<file path="src/rtl/core/dmp_pkg.sv">
package dmp_pkg;

	// fixed layout of one frame word
	localparam int NUM_LANES        = 8;
	localparam int MAX_CHANNELS_DEF = 8;
	localparam int SAMPLE_BITS_DEF  = 24;

	localparam int PEAK_BITS  = 27;
	localparam int GAIN_BITS  = 24;
	localparam int GAIN_FRAC  = 23;
	localparam int CNT_BITS   = 4;
	localparam int OP_BITS    = 2;

	localparam logic [PEAK_BITS-1:0] PEAK_MAX = {PEAK_BITS{1'b1}};

	// operation codes
	localparam logic [OP_BITS-1:0] OP_MEASURE = 2'd0;
	localparam logic [OP_BITS-1:0] OP_MIX     = 2'd1;
	localparam logic [OP_BITS-1:0] OP_CLEAR   = 2'd2;

	// configuration port
	localparam int CFG_IDX_BITS  = 2;
	localparam int CFG_DATA_BITS = GAIN_BITS;

	localparam logic [CFG_IDX_BITS-1:0] REG_CHANNEL_COUNT = 2'd0;
	localparam logic [CFG_IDX_BITS-1:0] REG_STEREO_OUT    = 2'd1;
	localparam logic [CFG_IDX_BITS-1:0] REG_MIX_GAIN      = 2'd2;

	localparam logic [CNT_BITS-1:0]  CHANNEL_COUNT_RESET = 4'd2;
	localparam logic [GAIN_BITS-1:0] MIX_GAIN_RESET      = 24'h80_0000;

	// where one lane's sample goes
	typedef struct packed {
		logic left_en;
		logic right_en;
		logic halve;
	} lane_role_t;

endpackage

</file>
<file path="src/rtl/core/dmp_merge.sv">
module dmp_merge #(
	parameter int SAMPLE_BITS = dmp_pkg::SAMPLE_BITS_DEF
) (
	input  logic                          clk,
	input  logic                          load,
	input  logic signed [SAMPLE_BITS:0]   lane_left  [dmp_pkg::NUM_LANES],
	input  logic signed [SAMPLE_BITS:0]   lane_right [dmp_pkg::NUM_LANES],
	output logic signed [SAMPLE_BITS+3:0] sum_left_s2,
	output logic signed [SAMPLE_BITS+3:0] sum_right_s2
);
	localparam int SW = SAMPLE_BITS + 4;

	logic signed [SW-1:0] acc_l;
	logic signed [SW-1:0] acc_r;

	always_comb begin
		acc_l = '0;
		acc_r = '0;
		for (int i = 0; i < dmp_pkg::NUM_LANES; i++) begin
			acc_l = acc_l + SW'(lane_left[i]);
			acc_r = acc_r + SW'(lane_right[i]);
		end
	end

	always_ff @(posedge clk) begin
		if (load) begin
			sum_left_s2  <= acc_l;
			sum_right_s2 <= acc_r;
		end
	end
endmodule

</file>
<file path="config.mk">
export PLATFORM = sky130hd
export DESIGN_NAME = dmp_merge
export DESIGN_NICKNAME = d
export VERILOG_FILES = /design/src/rtl/core/dmp_pkg.sv /design/src/rtl/core/dmp_merge.sv
export SDC_FILE = /design/constraint.sdc
export NUM_CORES = 1
export LEC_CHECK = 0
export ABC_AREA = 1
export BUFFER_PORTS_ARGS = -buffer_cell sky130_fd_sc_hd__buf_2
export CAP_MARGIN = 20
export CORE_MARGIN = 3
export CORE_UTILIZATION = 45
export CTS_BUF_LIST = sky130_fd_sc_hd__clkbuf_8
export CTS_CLUSTER_SIZE = 24
export DETAILED_ROUTE_END_ITERATION = 10
export GPL_TIMING_DRIVEN = 0
export PLACE_DENSITY = 0.76
export SLEW_MARGIN = 10
export SYNTH_ARGS = -nofsm -noshare
export SYNTH_HDL_FRONTEND = slang
export SYNTH_SLANG_ARGS = --single-unit
</file>
<file path="constraint.sdc">
create_clock -name clk -period 4.85 [get_ports clk]
set_input_delay 0.485 -clock clk [delete_from_list [all_inputs] [get_ports clk]]
set_output_delay 0.485 -clock clk [all_outputs]
set_load 0.01 [all_outputs]
</file>
==> results.json <==
{
  "clkTransAtPathRegs_ps": 110,
  "cts_tree": "built",
  "path_class": "primary input to register",
  "yosys_register_bits": 56,
  "diodes": 0,
  "synthAdderAreaFrac": 0.495,
  "synth_xor_xnor_area_share": 0.0203,
  "crit_chain": "buf_2 > inv_1 > fa_1 > inv_1 > fa_1 > fa_1 > inv_1 > fa_1 > inv_1 > ha_1 > inv_1 > fa_1 > inv_1 > nand3_1 > nand3_1 > nand2_1 > nand2_1 > nand3_1 > nand4_1 > nand2_1",
  "antenna_found_initial": 0,
  "die_h_um": 181,
  "io_buffers": 457,
  "hp-class": "primary input to register",
  "rsz0062_at_grt": "false",
  "worst-path-buf-inv": 7,
  "synth_nets": 2460,
  "period_share": 0.900,
  "worstHoldStart": "lane_right[175]",
  "p_per_area_nw_per_um2": 741,
  "pin_count": 458,
  "peakVddDrop_v": 0.000454,
  "grt_max_degree": 57,
  "dpl.hpwl_mm": 30.7,
  "drive_gt1_frac": 0.230,
  "ctsHoldBuffers": 0,
  "grt_use_total": 0.204,
  "wl_per_cell_um": 12.9,
  "cap_violations": 0,
  "yosysWarnings": 0,
  "slew_violations": 0,
  "synth_area_per_cell_um2": 8.13,
  "grt_pass1_wl_mm": 54.7,
  "coreArea_um2": 30000,
  "netlist_area_um2": 13800,
  "synth_seq_area_share": 0.122,
  "htreeDepth": 2,
  "finalNetCount": 2924,
  "required_ps": 4950,
  "clock-sinks": 56,
  "crit_start": "lane_right[77]",
  "cts_resized": 0,
  "area_growth_pct": 20.7,
  "stdcell_area_um2": 16600,
  "start_util": 0.460,
  "cpMaxStageDelayCell": "fa_1",
  "cp_max_fo": 5,
  "vias_per_cell": 4.43,
  "status": "complete, no violations",
  "finalSetupViolCount": 0,
  "cts_inserted_buffers": 5,
  "cts_setup_buffers": 0,
  "critPathArrivalTime_ps": 4470,
  "period_needed_ps": 4360,
  "synthSimpleGateAreaFrac": 0.140,
  "cp-end-kind": "register",
  "row_count": 63,
  "max_slew_margin": 0.451,
  "dr.first_iter.drc_count": 565,
  "drc": 0,
  "slowest_delay_ps": 540,
  "placed_area_um2": 16600,
  "synth_compound_area_frac": 0.0186,
  "synth_top_family_by_area": "adder cells",
  "tightest_slew_ps": 824,
  "synthCells": 1696,
  "die_w_um": 181,
  "tns_ps": 0,
  "final_hold_viol_count": 0,
  "leakage_uw": 0.0103,
  "wl_mm": 32.9,
  "first_global_vias": 11900,
  "synthMuxAreaShare": 0,
  "antenna_left": 0,
  "max_freq_mhz": 229,
  "vias": 11300,
  "crit_path_frequent_cell": "inv_1",
  "crit_family": "adder cells",
  "ys_types": 25,
  "place.gp.congestion": 0.907,
  "dieArea_um2": 32800,
  "clock_path_buffers": 2,
  "start_kind": "primary input",
  "cts_root_buf": "clkbuf_8",
  "first_pass_iters": 5,
  "overflow": 0
}
==> metal layers <==
metal | global-route usage | vias to the layer above | part of all wire
met3 | 0.0270 | 54 | 0.073
met2 | 0.355 | 412 | 0.50
li1 | - | 5538 | -
met4 | 0.0603 | 0 | 0.029
met5 | 0 | - | 0
met1 | 0.268 | 5305 | 0.40
==> cells by family (layout without fill, tap and decap cells) <==
logic type	after synthesis	count (layout)
fa+ha+maj	362	362
simple gates	450	450
flops	56	56
xor+xnor	32	32
buf+inv	748	1212
compound gates	48	48
==> cells in the mapped netlist <==
cell type  instances  area share
and2_1             6      0.0027
inv_1            744        0.20
nand2_2           11      0.0050
nor4_1             2     0.00091
nand3_2            2      0.0015
inv_2              4      0.0011
fa_1             306        0.44
o21ai_0            7      0.0025
xor2_1            21       0.013
nand3_1           48       0.017
o21bai_1           4      0.0022
xnor2_1           11      0.0070
nand4_1           16      0.0073
a21oi_2            1     0.00064
or2_1              1     0.00045
nor2_4             1     0.00082
nand2_1          299       0.081
nor3_2             7      0.0051
nor2_2             8      0.0036
edfxtp_1          56        0.12
a21oi_1           35       0.013
nand3b_1           3      0.0016
a21o_1             1     0.00054
ha_1              56       0.051
nor2_1            46       0.013
==> cells in the final DEF, fill, tap and decap left out, types with 11 or more instances in the layout <==
cell type,instances
nand3_1,48
nand2_2,11
edfxtp_1,56
fa_1,306
nor2_1,46
nand2_1,299
nand4_1,16
xnor2_1,11
xor2_1,21
a21oi_1,35
buf_2,456
inv_1,745
ha_1,56
==> through the flow <==
step | cells | hold slack, ps | setup slack [ps] | power, uW | utilization
global placement | 2543 | 896 | 159 | 11800 | 0.553
CTS | 2550 | 552 | 506 | 12400 | 0.556
detailed placement | 2543 | 898 | 148 | 12000 | 0.553
finish | 2550 | 574 | 486 | 12300 | 0.556
global route | 2550 | 562 | 225 | 14000 | 0.556
floorplan | 1696 | 597 | 700 | 9230 | -
==> registers in the layout, summed over array words and instances (netlist names) <==
register	count
sum_right_s2	28
sum_left_s2	28
==> worst paths after layout <==
path | to | slack (ps) | depth (start not counted)
min | sum_right_s2[0] | 570 | 3
max | sum_right_s2[26] | 490 | 20
==> where the power goes <==
group / total (uW) / internal [uW] / switching, uW
clock: 275 / 97.5 / 178
combinational: 10700 / 3900 / 6820
sequential: 1340 / 1270 / 61.6
==> final cells by class <==
type                            instances  area, um^2
Fill cell                            2757       13300
Timing Repair Buffer                  457        2290
Tap cell                              390         488
Inverter                              748        2810
Multi-Input combinational cell        892        9300
Sequential cell                        56        1680
Clock buffer                            5        68.8
Clock inverter                          2        8.76
Power figures use the tool's default switching activity.
