`src/rtl/core/dmp_pkg.sv`:
```
package dmp_pkg;

	// fixed layout of one frame word
	localparam int NUM_LANES        = 8;
	localparam int MAX_CHANNELS_DEF = 8;
	localparam int SAMPLE_BITS_DEF  = 24;

	localparam int PEAK_BITS  = 27;
	localparam int GAIN_BITS  = 24;
	localparam int GAIN_FRAC  = 23;
	localparam int CNT_BITS   = 4;
	localparam int OP_BITS    = 2;

	localparam logic [PEAK_BITS-1:0] PEAK_MAX = {PEAK_BITS{1'b1}};

	// operation codes
	localparam logic [OP_BITS-1:0] OP_MEASURE = 2'd0;
	localparam logic [OP_BITS-1:0] OP_MIX     = 2'd1;
	localparam logic [OP_BITS-1:0] OP_CLEAR   = 2'd2;

	// configuration port
	localparam int CFG_IDX_BITS  = 2;
	localparam int CFG_DATA_BITS = GAIN_BITS;

	localparam logic [CFG_IDX_BITS-1:0] REG_CHANNEL_COUNT = 2'd0;
	localparam logic [CFG_IDX_BITS-1:0] REG_STEREO_OUT    = 2'd1;
	localparam logic [CFG_IDX_BITS-1:0] REG_MIX_GAIN      = 2'd2;

	localparam logic [CNT_BITS-1:0]  CHANNEL_COUNT_RESET = 4'd2;
	localparam logic [GAIN_BITS-1:0] MIX_GAIN_RESET      = 24'h80_0000;

	// where one lane's sample goes
	typedef struct packed {
		logic left_en;
		logic right_en;
		logic halve;
	} lane_role_t;

endpackage

```
`src/rtl/core/dmp_lane.sv`:
```
module dmp_lane #(
	parameter int SAMPLE_BITS = dmp_pkg::SAMPLE_BITS_DEF
) (
	input  logic                          clk,
	input  logic                          load,
	input  logic signed [SAMPLE_BITS-1:0] sample,
	input  logic                          measure,
	input  dmp_pkg::lane_role_t           role,
	output logic signed [SAMPLE_BITS:0]   left_s1,
	output logic signed [SAMPLE_BITS:0]   right_s1
);
	logic signed [SAMPLE_BITS:0] ext;
	logic signed [SAMPLE_BITS:0] mag;
	logic signed [SAMPLE_BITS:0] val;

	always_comb begin
		ext = {sample[SAMPLE_BITS-1], sample};
		mag = ext[SAMPLE_BITS] ? -ext : ext;
		val = measure ? mag : ext;
		// middle channel: arithmetic shift gives the floor of half
		if (role.halve) begin
			val = val >>> 1;
		end
	end

	always_ff @(posedge clk) begin
		if (load) begin
			left_s1  <= role.left_en  ? val : '0;
			right_s1 <= role.right_en ? val : '0;
		end
	end
endmodule

```
`config.mk`:
```
export PLATFORM = sky130hd
export DESIGN_NAME = dmp_lane
export DESIGN_NICKNAME = d
export VERILOG_FILES = /design/src/rtl/core/dmp_pkg.sv /design/src/rtl/core/dmp_lane.sv
export SDC_FILE = /design/constraint.sdc
export NUM_CORES = 1
export LEC_CHECK = 0
export BUFFER_PORTS_ARGS = -buffer_cell sky130_fd_sc_hd__buf_2
export CELL_PAD_IN_SITES_DETAIL_PLACEMENT = 1
export CELL_PAD_IN_SITES_GLOBAL_PLACEMENT = 2
export CORE_UTILIZATION = 30
export CTS_CLUSTER_DIAMETER = 100
export DETAILED_ROUTE_END_ITERATION = 12
export HOLD_SLACK_MARGIN = 0.12
export PLACE_DENSITY_LB_ADDON = 0.1
export SLEW_MARGIN = 10
export SYNTH_ARGS = -nofsm -noshare
export SYNTH_HDL_FRONTEND = slang
export SYNTH_SLANG_ARGS = --single-unit
```
`constraint.sdc`:
```
create_clock -name clk -period 5.5 [get_ports clk]
set_input_delay 0.275 -clock clk [delete_from_list [all_inputs] [get_ports clk]]
set_output_delay 0.275 -clock clk [all_outputs]
set_load 0.02 [all_outputs]
```
==> results.json, run 1 <==
{
  "cp.arrival_ns": 2.20,
  "numCtsBuffers": 5,
  "pwr-share-clk": 0.239,
  "async_reset_ff_frac": 0,
  "slew_headroom": 0.260,
  "antenna_found_initial": 0,
  "p_comb_frac": 0.224,
  "synth_edf_count": 50,
  "initial_core_util": 0.307,
  "io_buffers": 79,
  "area_growth_pct": 20.3,
  "antenna_left": 0,
  "die-area_sq_um": 9260,
  "synth_flop_cell": "edfxtp_1",
  "htreeDepth": 2,
  "cellInternalPower_uw": 617,
  "postSynthCellCount": 235,
  "path_max_fanout": 6,
  "fmax_mhz": 465,
  "nets": 336,
  "cts_resized": 0,
  "synth_top_family_by_area": "simple AND/OR/NAND/NOR gates",
  "row_count": 34,
  "grt_pass1_vias": 1919,
  "yosys.area_share.simple": 0.156,
  "p_sw_frac": 0.296,
  "cts_sinks": 50,
  "antenna_cells": 0,
  "postCtsHoldBufs": 0,
  "instances_no_fill": 414,
  "gr-usage-met1": 0.220,
  "clk_pin_slew_worst_paths_ns": 0.09,
  "grt_overflow_total": 0,
  "avgSynthCellArea_sq_um": 11.3,
  "critical_path_class": "input port to flop",
  "p_switching_uw": 260,
  "hold_path_class": "input port to flop",
  "io_pins": 80,
  "worst_setup_path_end_kind": "flop",
  "ir_drop_mv": 0.0869,
  "setup_ws_ns": 3.35,
  "ys_types": 41,
  "finalSetupViolCount": 0,
  "critical_path_required_ns": 5.55,
  "routed_wl_mm": 6.97,
  "ys_ff_latch": 50,
  "critPathLaunchType": "input port",
  "hold_viol": 0,
  "powerDensity_nw_per_um2": 273,
  "fin_crit_ns": 2.15,
  "syn_nets": 266,
  "p_seq_frac": 0.537,
  "core_sq_um": 8680,
  "cts_tree": "built",
  "dieWidth_um": 96.3,
  "synth_mux_area_frac": 0.0343,
  "synth-compound-area-share": 0.138,
  "dr.pass1.iters": 4,
  "synth-xor-area-share": 0.0657,
  "finalCritPeriodShare": 0.391,
  "vias": 2126,
  "maxCapViolCount": 0,
  "yosysWarnings": 0,
  "chipHeight_um": 96.3,
  "drive_gt1_frac": 0.294,
  "wl_per_cell_um": 16.8,
  "vias_per_cell": 5.14,
  "grt_max_degree": 51,
  "seq_area_frac_synth": 0.563,
  "grt-busiest-layer": "met2",
  "postCtsSetupRepairBufs": 0,
  "p_leak_nw": 1.20,
  "drt-initial-drc-count": 66,
  "grt_pass1_wl_mm": 10.4,
  "syn_area_sq_um": 2670,
  "tns_ns": 0,
  "worst_pin_slew_ns": 1.11,
  "hpwl_mm": 5.04,
  "grt_util_met2": 0.229,
  "clockBufferDepth": 2,
  "slew_violations": 0,
  "status": "finished clean",
  "root_buffer": "clkbuf_8",
  "dp_slack_ns": 3.05,
  "grt_use_met3": 0.0253,
  "dp.cells": 406,
  "synthAdderAreaFrac": 0.00469,
  "gp_congestion": 0.801,
  "rsz0062_at_grt": "no",
  "route.detailed.drc": 0,
  "grtUsageTotal": 0.151
}
## power by group through the flow
stage | logic [mW] | registers, mW | clock network [mW]
2_1_floorplan | 0.0750 | 0.528 | 0
3_3_place_gp | 0.197 | 0.479 | 0
3_5_place_dp | 0.199 | 0.480 | 0
4_1_cts | 0.199 | 0.472 | 0.220
5_1_grt | 0.215 | 0.475 | 0.229
6_report | 0.196 | 0.471 | 0.209
## cell type report
class | instances | area, sq um
clock buffer | 6 | 72.6
clock inverter | 2 | 8.76
fill | 994 | 5470
inverter | 8 | 30.0
multi-input combinational | 161 | 1060
sequential | 50 | 1500
tap | 108 | 135
timing repair buffer | 79 | 395
## sequential cells by signal, summed over array words and instances (netlist names)
| register | cells |
|---|---|
| left_s1 | 25 |
| right_s1 | 25 |
## routing by layer
metal	vias to the layer above	wire, um
li1	1036	-
met1	1036	3470
met2	52	3220
met3	2	239
met4	0	31
met5	-	0
## placed cells by master, fill, tap and decap left out, types with 2 or more instances in the layout
master and count:
nand2_1 10, xnor2_1 13, nand4_1 3, a31oi_1 5, edfxtp_1 50, xor2_1 7
nor2_1 14, o211ai_1 2, nor3_1 10, inv_1 7, buf_2 79, o22ai_1 20
or4_1 4, o21ai_0 4, o31ai_1 5, o41ai_1 3, a211oi_1 2, a21oi_1 7
mux2i_1 8, o221ai_1 2, and2_1 21, clkbuf_8 5, nand2b_1 2, nor4_1 4
## critical path, stage by stage
cell	delay (ns)
buf_2	0.12
or4_1	0.64
or4_4	0.50
or3_1	0.39
a21oi_2	0.18
nor3_1	0.08
## cells by family (layout without fill, tap and decap cells)
family | count (synthesis) | in the layout
buf+inv | 24 | 95
compound gates | 55 | 55
mux | 9 | 9
flops | 50 | 50
xor+xnor | 20 | 20
simple gates | 76 | 76
fa+ha+maj | 1 | 1
## worst paths after layout
kind,from,depth (start not counted),slack (ns),end
worst min-delay path,measure,2,0.35,left_s1[24]$_SDFFCE_PN0P_
worst max-delay path,sample[10],6,3.35,left_s1[22]$_SDFFCE_PN0P_
## stage by stage
step	instance area [sq um]	power, mW	hold slack (ns)	utilization
3_3_place_gp	3130	0.676	0.658	0.360
5_1_grt	3210	0.919	0.361	0.370
2_1_floorplan	2670	0.603	0.387	-
6_report	3210	0.876	0.349	0.370
4_1_cts	3210	0.891	0.333	0.370
3_5_place_dp	3130	0.679	0.659	0.360
## synth_stat cells (all sizes together) (2+ instances only)
master | instances | share of area
nor3 | 10 | 0.019
nand2 | 10 | 0.014
o41ai | 3 | 0.0099
xnor2 | 13 | 0.043
or4 | 5 | 0.015
mux2i | 8 | 0.030
o21ai | 4 | 0.0075
o31ai | 5 | 0.014
edfxtp | 50 | 0.56
xor2 | 7 | 0.023
a21oi | 8 | 0.016
nand4 | 3 | 0.0070
o221ai | 2 | 0.0066
a31oi | 5 | 0.012
nand2b | 2 | 0.0047
buf | 3 | 0.0080
nor2 | 14 | 0.020
clkbuf | 13 | 0.018
nor4 | 4 | 0.0094
a211oi | 2 | 0.0056
o211ai | 2 | 0.0056
inv | 8 | 0.011
o22ai | 20 | 0.047
and2 | 21 | 0.049
Power figures use the tool's default switching activity.
==> run 2: changes to the inputs <==
- clock period: 5.5 -> 2.2 ns (I/O delays scaled with it)
==> run 2 against run 1 <==
Effect of this change: hold slack got worse by 0.16 ns; non-clock buffer count rose by 27; first-iteration DRC count fell by 41%; via count rose by 5.0%; clock power rose by 150%; sequential power rose to 2.5 times the previous value; routed wire length rose by 5.1%; final area rose by 6.6%; sequential share of layout area fell by 2.9 points.
==> results.json, run 2 (synthesis results as in run 1) <==
{
  "status": "finished clean",
  "io_buffers": 79,
  "area_growth_pct": 28.2,
  "hpwl_mm": 5.36,
  "clockBufferDepth": 2,
  "cts_tree": "built",
  "chipHeight_um": 96.3,
  "rsz0062_at_grt": "no",
  "reg_top3": "left_s1 x25, right_s1 x25",
  "ir_drop_mv": 0.257,
  "power_mw": 2.23,
  "route.detailed.drc": 0,
  "grt_pass1_wl_mm": 11.3,
  "p_leak_nw": 1.33,
  "hold_viol": 0,
  "nets": 363,
  "slew_violations": 0,
  "cts_resized": 0,
  "fin_crit_ns": 1.92,
  "antenna_found_initial": 0,
  "slowest_delay_ns": 0.59,
  "fmax_mhz": 520,
  "row_count": 34,
  "vias_per_cell": 5.07,
  "cts_sinks": 50,
  "grt_max_degree": 29,
  "fillers": 1026,
  "postCtsSetupRepairBufs": 0,
  "worst_pin_slew_ns": 0.597,
  "final_common_cell": "buf_2",
  "multiInputGateArea_sq_um": 1060,
  "drive_gt1_frac": 0.349,
  "drt-initial-drc-count": 39,
  "grtUsageTotal": 0.163,
  "root_buffer": "clkbuf_8",
  "routed_wl_mm": 7.32,
  "die-area_sq_um": 9260,
  "vias": 2232,
  "path_max_fanout": 5,
  "clk_pin_slew_worst_paths_ns": 0.09,
  "dieWidth_um": 96.3,
  "maxCapViolCount": 0,
  "hold_start": "measure",
  "critical_path_required_ns": 2.35,
  "crit_start": "sample[10]",
  "seq_area_sq_um": 1500,
  "placed_cell_area_sq_um": 3340,
  "worst_setup_path_end_kind": "flop",
  "dr.pass1.iters": 4,
  "slew_headroom": 0.602,
  "final_area_sq_um": 3420,
  "io_pins": 80,
  "postCtsHoldBufs": 0,
  "wl_per_cell_um": 16.6,
  "gp_congestion": 0.731,
  "mostFrequentLayoutCells": "buf_2 (79), edfxtp_1 (50), buf_4 (26), and2_1 (21), o22ai_1 (20)",
  "finalCritPeriodShare": 0.875,
  "powerDensity_nw_per_um2": 652,
  "numCtsBuffers": 5,
  "critical_path.cell_chain": "buf_2, or4_1, or4_4, o41ai_1, buf_4, nand2_1, nor2_1",
  "hold_ws_ns": 0.192,
  "core_sq_um": 8680,
  "hold_path_class": "input port to flop",
  "initial_core_util": 0.307,
  "grt_pass1_vias": 2184,
  "hold_path_depth": 2,
  "antenna_cells": 0,
  "cp.arrival_ns": 2.08,
  "crit_slowest_cell": "or4_1",
  "htreeDepth": 2,
  "critical_path_class": "input port to flop",
  "antenna_left": 0,
  "grt_overflow_total": 0,
  "finalSetupViolCount": 0,
  "critPathLaunchType": "input port"
}
## run 2: changes by cell type in the layout (fill, tap and decap cells not counted), sizes merged
cell and delta:
buf +27, clkbuf +1, clkinv -2
## run 2: stage by stage
step | TNS, ns | setup WS, ns | util | cells
floorplan | 0 | 0.117 | - | 235
global placement | -0.136 | -0.0700 | 0.385 | 433
detailed placement | -0.0160 | -0.0113 | 0.385 | 433
CTS | 0 | 0.300 | 0.394 | 440
global route | 0 | 0.135 | 0.394 | 440
finish | 0 | 0.276 | 0.394 | 440
## run 2: routing by layer
layer  up-vias  GRT usage  share of wire
met4         0     0.0336         0.0046
met1      1092      0.224           0.49
met2        48      0.270           0.47
li1       1090          -              -
met5         -          0              0
met3         2     0.0276          0.033
## run 2: worst paths after layout
path | slack, ns | end
min | 0.19 | left_s1[24]$_SDFFCE_PN0P_
max | 0.28 | right_s1[23]$_SDFFCE_PN0P_
## run 2: critical path, delay by kind of cell
family	cells	cell delay, ns
AOI/OAI and AO/OA	1	0.44
and+or+nand+nor	4	1.24
buffers and inverters	2	0.29
## run 2: report_power, final
group | switching (mW) | internal, mW
logic | 0.336 | 0.201
registers | 0.0205 | 1.15
clock network | 0.295 | 0.220
total | 0.652 | 1.58
## run 2: area by class of cell
type | count | share of cell area
inverter | 8 | 0.00879
tap | 108 | 0.0395
multi-input combinational | 161 | 0.311
sequential | 50 | 0.439
clock buffer | 7 | 0.0223
timing repair buffer | 106 | 0.179
==> run 3: changes to the inputs <==
- PLACE_DENSITY: default -> 0.82
- PLACE_DENSITY_LB_ADDON: 0.1 -> default
==> run 3 against run 2 <==
Effect of this change: power decreased by 0.20%; hold slack got worse by 0.012 ns; sequential share of layout area rose by 0.67 points; count of clock-buffer cells in the layout fell by 2; non-clock buffer count down 8; critical path type unchanged; highest routed layer unchanged.
==> results.json, run 3 (synthesis results as in run 1) <==
{
  "cts_sinks": 50,
  "p_seq_frac": 0.530,
  "rsz0062_at_grt": "no",
  "final_area_sq_um": 3370,
  "status": "finished clean",
  "wl_per_cell_um": 16.2,
  "antenna_left": 0,
  "placed_cell_area_sq_um": 3280,
  "power_mw": 2.22,
  "critical_path_class": "input port to flop",
  "pwr-share-clk": 0.237,
  "instances_no_fill": 433,
  "antenna_cells": 0,
  "grt_pass1_wl_mm": 10.8,
  "vias": 2217,
  "cts_tree": "built",
  "hold_path_class": "input port to flop",
  "hpwl_mm": 5.28,
  "critical_path.cell_chain": "buf_2, or4_1, buf_4, nor4_1, a41oi_1, xnor2_1, o221ai_1",
  "die-area_sq_um": 9260,
  "cts_resized": 0,
  "finalCritPeriodShare": 0.881,
  "io_pins": 80,
  "routed_wl_mm": 7.02,
  "crit_slowest_cell": "or4_1",
  "hold_path_depth": 2,
  "hold_start": "measure",
  "finish.utilization": 0.388,
  "ir_drop_mv": 0.260,
  "postCtsHoldBufs": 0,
  "grt_overflow_total": 0,
  "htreeDepth": 2,
  "hold_ws_ns": 0.180,
  "dp.cells": 425,
  "nets": 355,
  "drt-initial-drc-count": 70,
  "dp_slack_ns": -0.0570,
  "critical_path_required_ns": 2.24,
  "fin_crit_ns": 1.94,
  "core_sq_um": 8680,
  "chipHeight_um": 96.3,
  "grtUsageTotal": 0.157,
  "io_buffers": 79,
  "cellInternalPower_mw": 1.56,
  "root_buffer": "clkbuf_8",
  "numCtsBuffers": 5,
  "clk_pin_slew_worst_paths_ns": 0.10,
  "postCtsSetupRepairBufs": 0,
  "route.detailed.drc": 0,
  "grt_max_degree": 31,
  "grt_pass1_vias": 2141,
  "fmax_mhz": 516,
  "finalSetupViolCount": 0,
  "cp.arrival_ns": 1.98,
  "initial_core_util": 0.307,
  "setup_ws_ns": 0.263,
  "critPathLaunchType": "input port",
  "mostFrequentLayoutCells": "buf_2 (79), edfxtp_1 (50), and2_1 (21), o22ai_1 (20), buf_4 (18)",
  "p_switching_uw": 661,
  "slew_violations": 0,
  "p_leak_nw": 1.29,
  "dieWidth_um": 96.3,
  "reg_top3": "left_s1 x25, right_s1 x25",
  "final_common_cell": "buf_2",
  "p_comb_frac": 0.233,
  "area_growth_pct": 26.3,
  "maxCapViolCount": 0,
  "vias_per_cell": 5.12,
  "worst_setup_path_end_kind": "flop",
  "slowest_delay_ns": 0.56,
  "path_max_fanout": 5,
  "hold_viol": 0,
  "slew_headroom": 0.649,
  "row_count": 34,
  "dr.pass1.iters": 4,
  "worst_pin_slew_ns": 0.527,
  "clockBufferDepth": 2,
  "p_sw_frac": 0.297,
  "worstHoldEndpoint": "left_s1[24]$_SDFFCE_PN0P_",
  "tns_ns": 0,
  "gp_congestion": 0.865,
  "powerDensity_nw_per_um2": 660,
  "antenna_found_initial": 0,
  "drive_gt1_frac": 0.338
}
==> run 3: changes by cell type in the layout (fill, tap and decap cells not counted) <==
| cell | change |
|---|---|
| buf_4 | -8 |
| clkbuf_1 | -2 |
| clkinv_1 | +1 |
| clkinv_2 | +1 |
| clkinvlp_4 | +1 |
==> run 3: routing by layer <==
| metal | up-vias | GRT usage | wire (um) |
|---|---|---|---|
| li1 | 1076 | - | - |
| met1 | 1086 | 0.201 | 3190 |
| met2 | 45 | 0.268 | 3440 |
| met3 | 10 | 0.0261 | 250 |
| met4 | 0 | 0.0498 | 130 |
| met5 | - | 0 | 0 |
==> run 3: final cells by class <==
cell class / count / area (sq um)
clock inverters: 3 / 16.3
well taps: 108 / 135
repair buffers: 98 / 551
clock buffers: 5 / 68.8
inverters: 8 / 30.0
multi-input cells: 161 / 1060
flip-flops and latches: 50 / 1500
fillers: 1022 / 5310
==> run 3: worst max-delay path: cells and delay by family <==
kind	cells	cell delay, ns
simple gates	2	0.84
buf+inv	2	0.30
xor+xnor	1	0.36
compound gates	2	0.37
==> run 3: worst max path at each step <==
stage	end	cells past startpoint	slack [ns]	startpoint
final	right_s1[21]$_SDFFCE_PN0P_	7	0.26	sample[10]
after global routing	right_s1[21]$_SDFFCE_PN0P_	7	0.12	sample[10]
after CTS	right_s1[13]$_SDFFCE_PN0P_	6	0.27	sample[6]
after detailed placement	right_s1[13]$_SDFFCE_PN0P_	6	-0.06	sample[6]
after global placement	left_s1[23]$_SDFFCE_PN0P_	7	0.01	sample[10]
after floorplan	left_s1[22]$_SDFFCE_PN0P_	7	0.12	sample[8]
==> run 3: power by group through the flow <==
stage / clock (mW) / combinational [mW] / sequential, mW
after global placement: 0 / 0.511 / 1.20
after CTS: 0.551 / 0.523 / 1.18
final: 0.528 / 0.518 / 1.18
after detailed placement: 0 / 0.522 / 1.20
after floorplan: 0 / 0.188 / 1.32
after global routing: 0.568 / 0.567 / 1.19
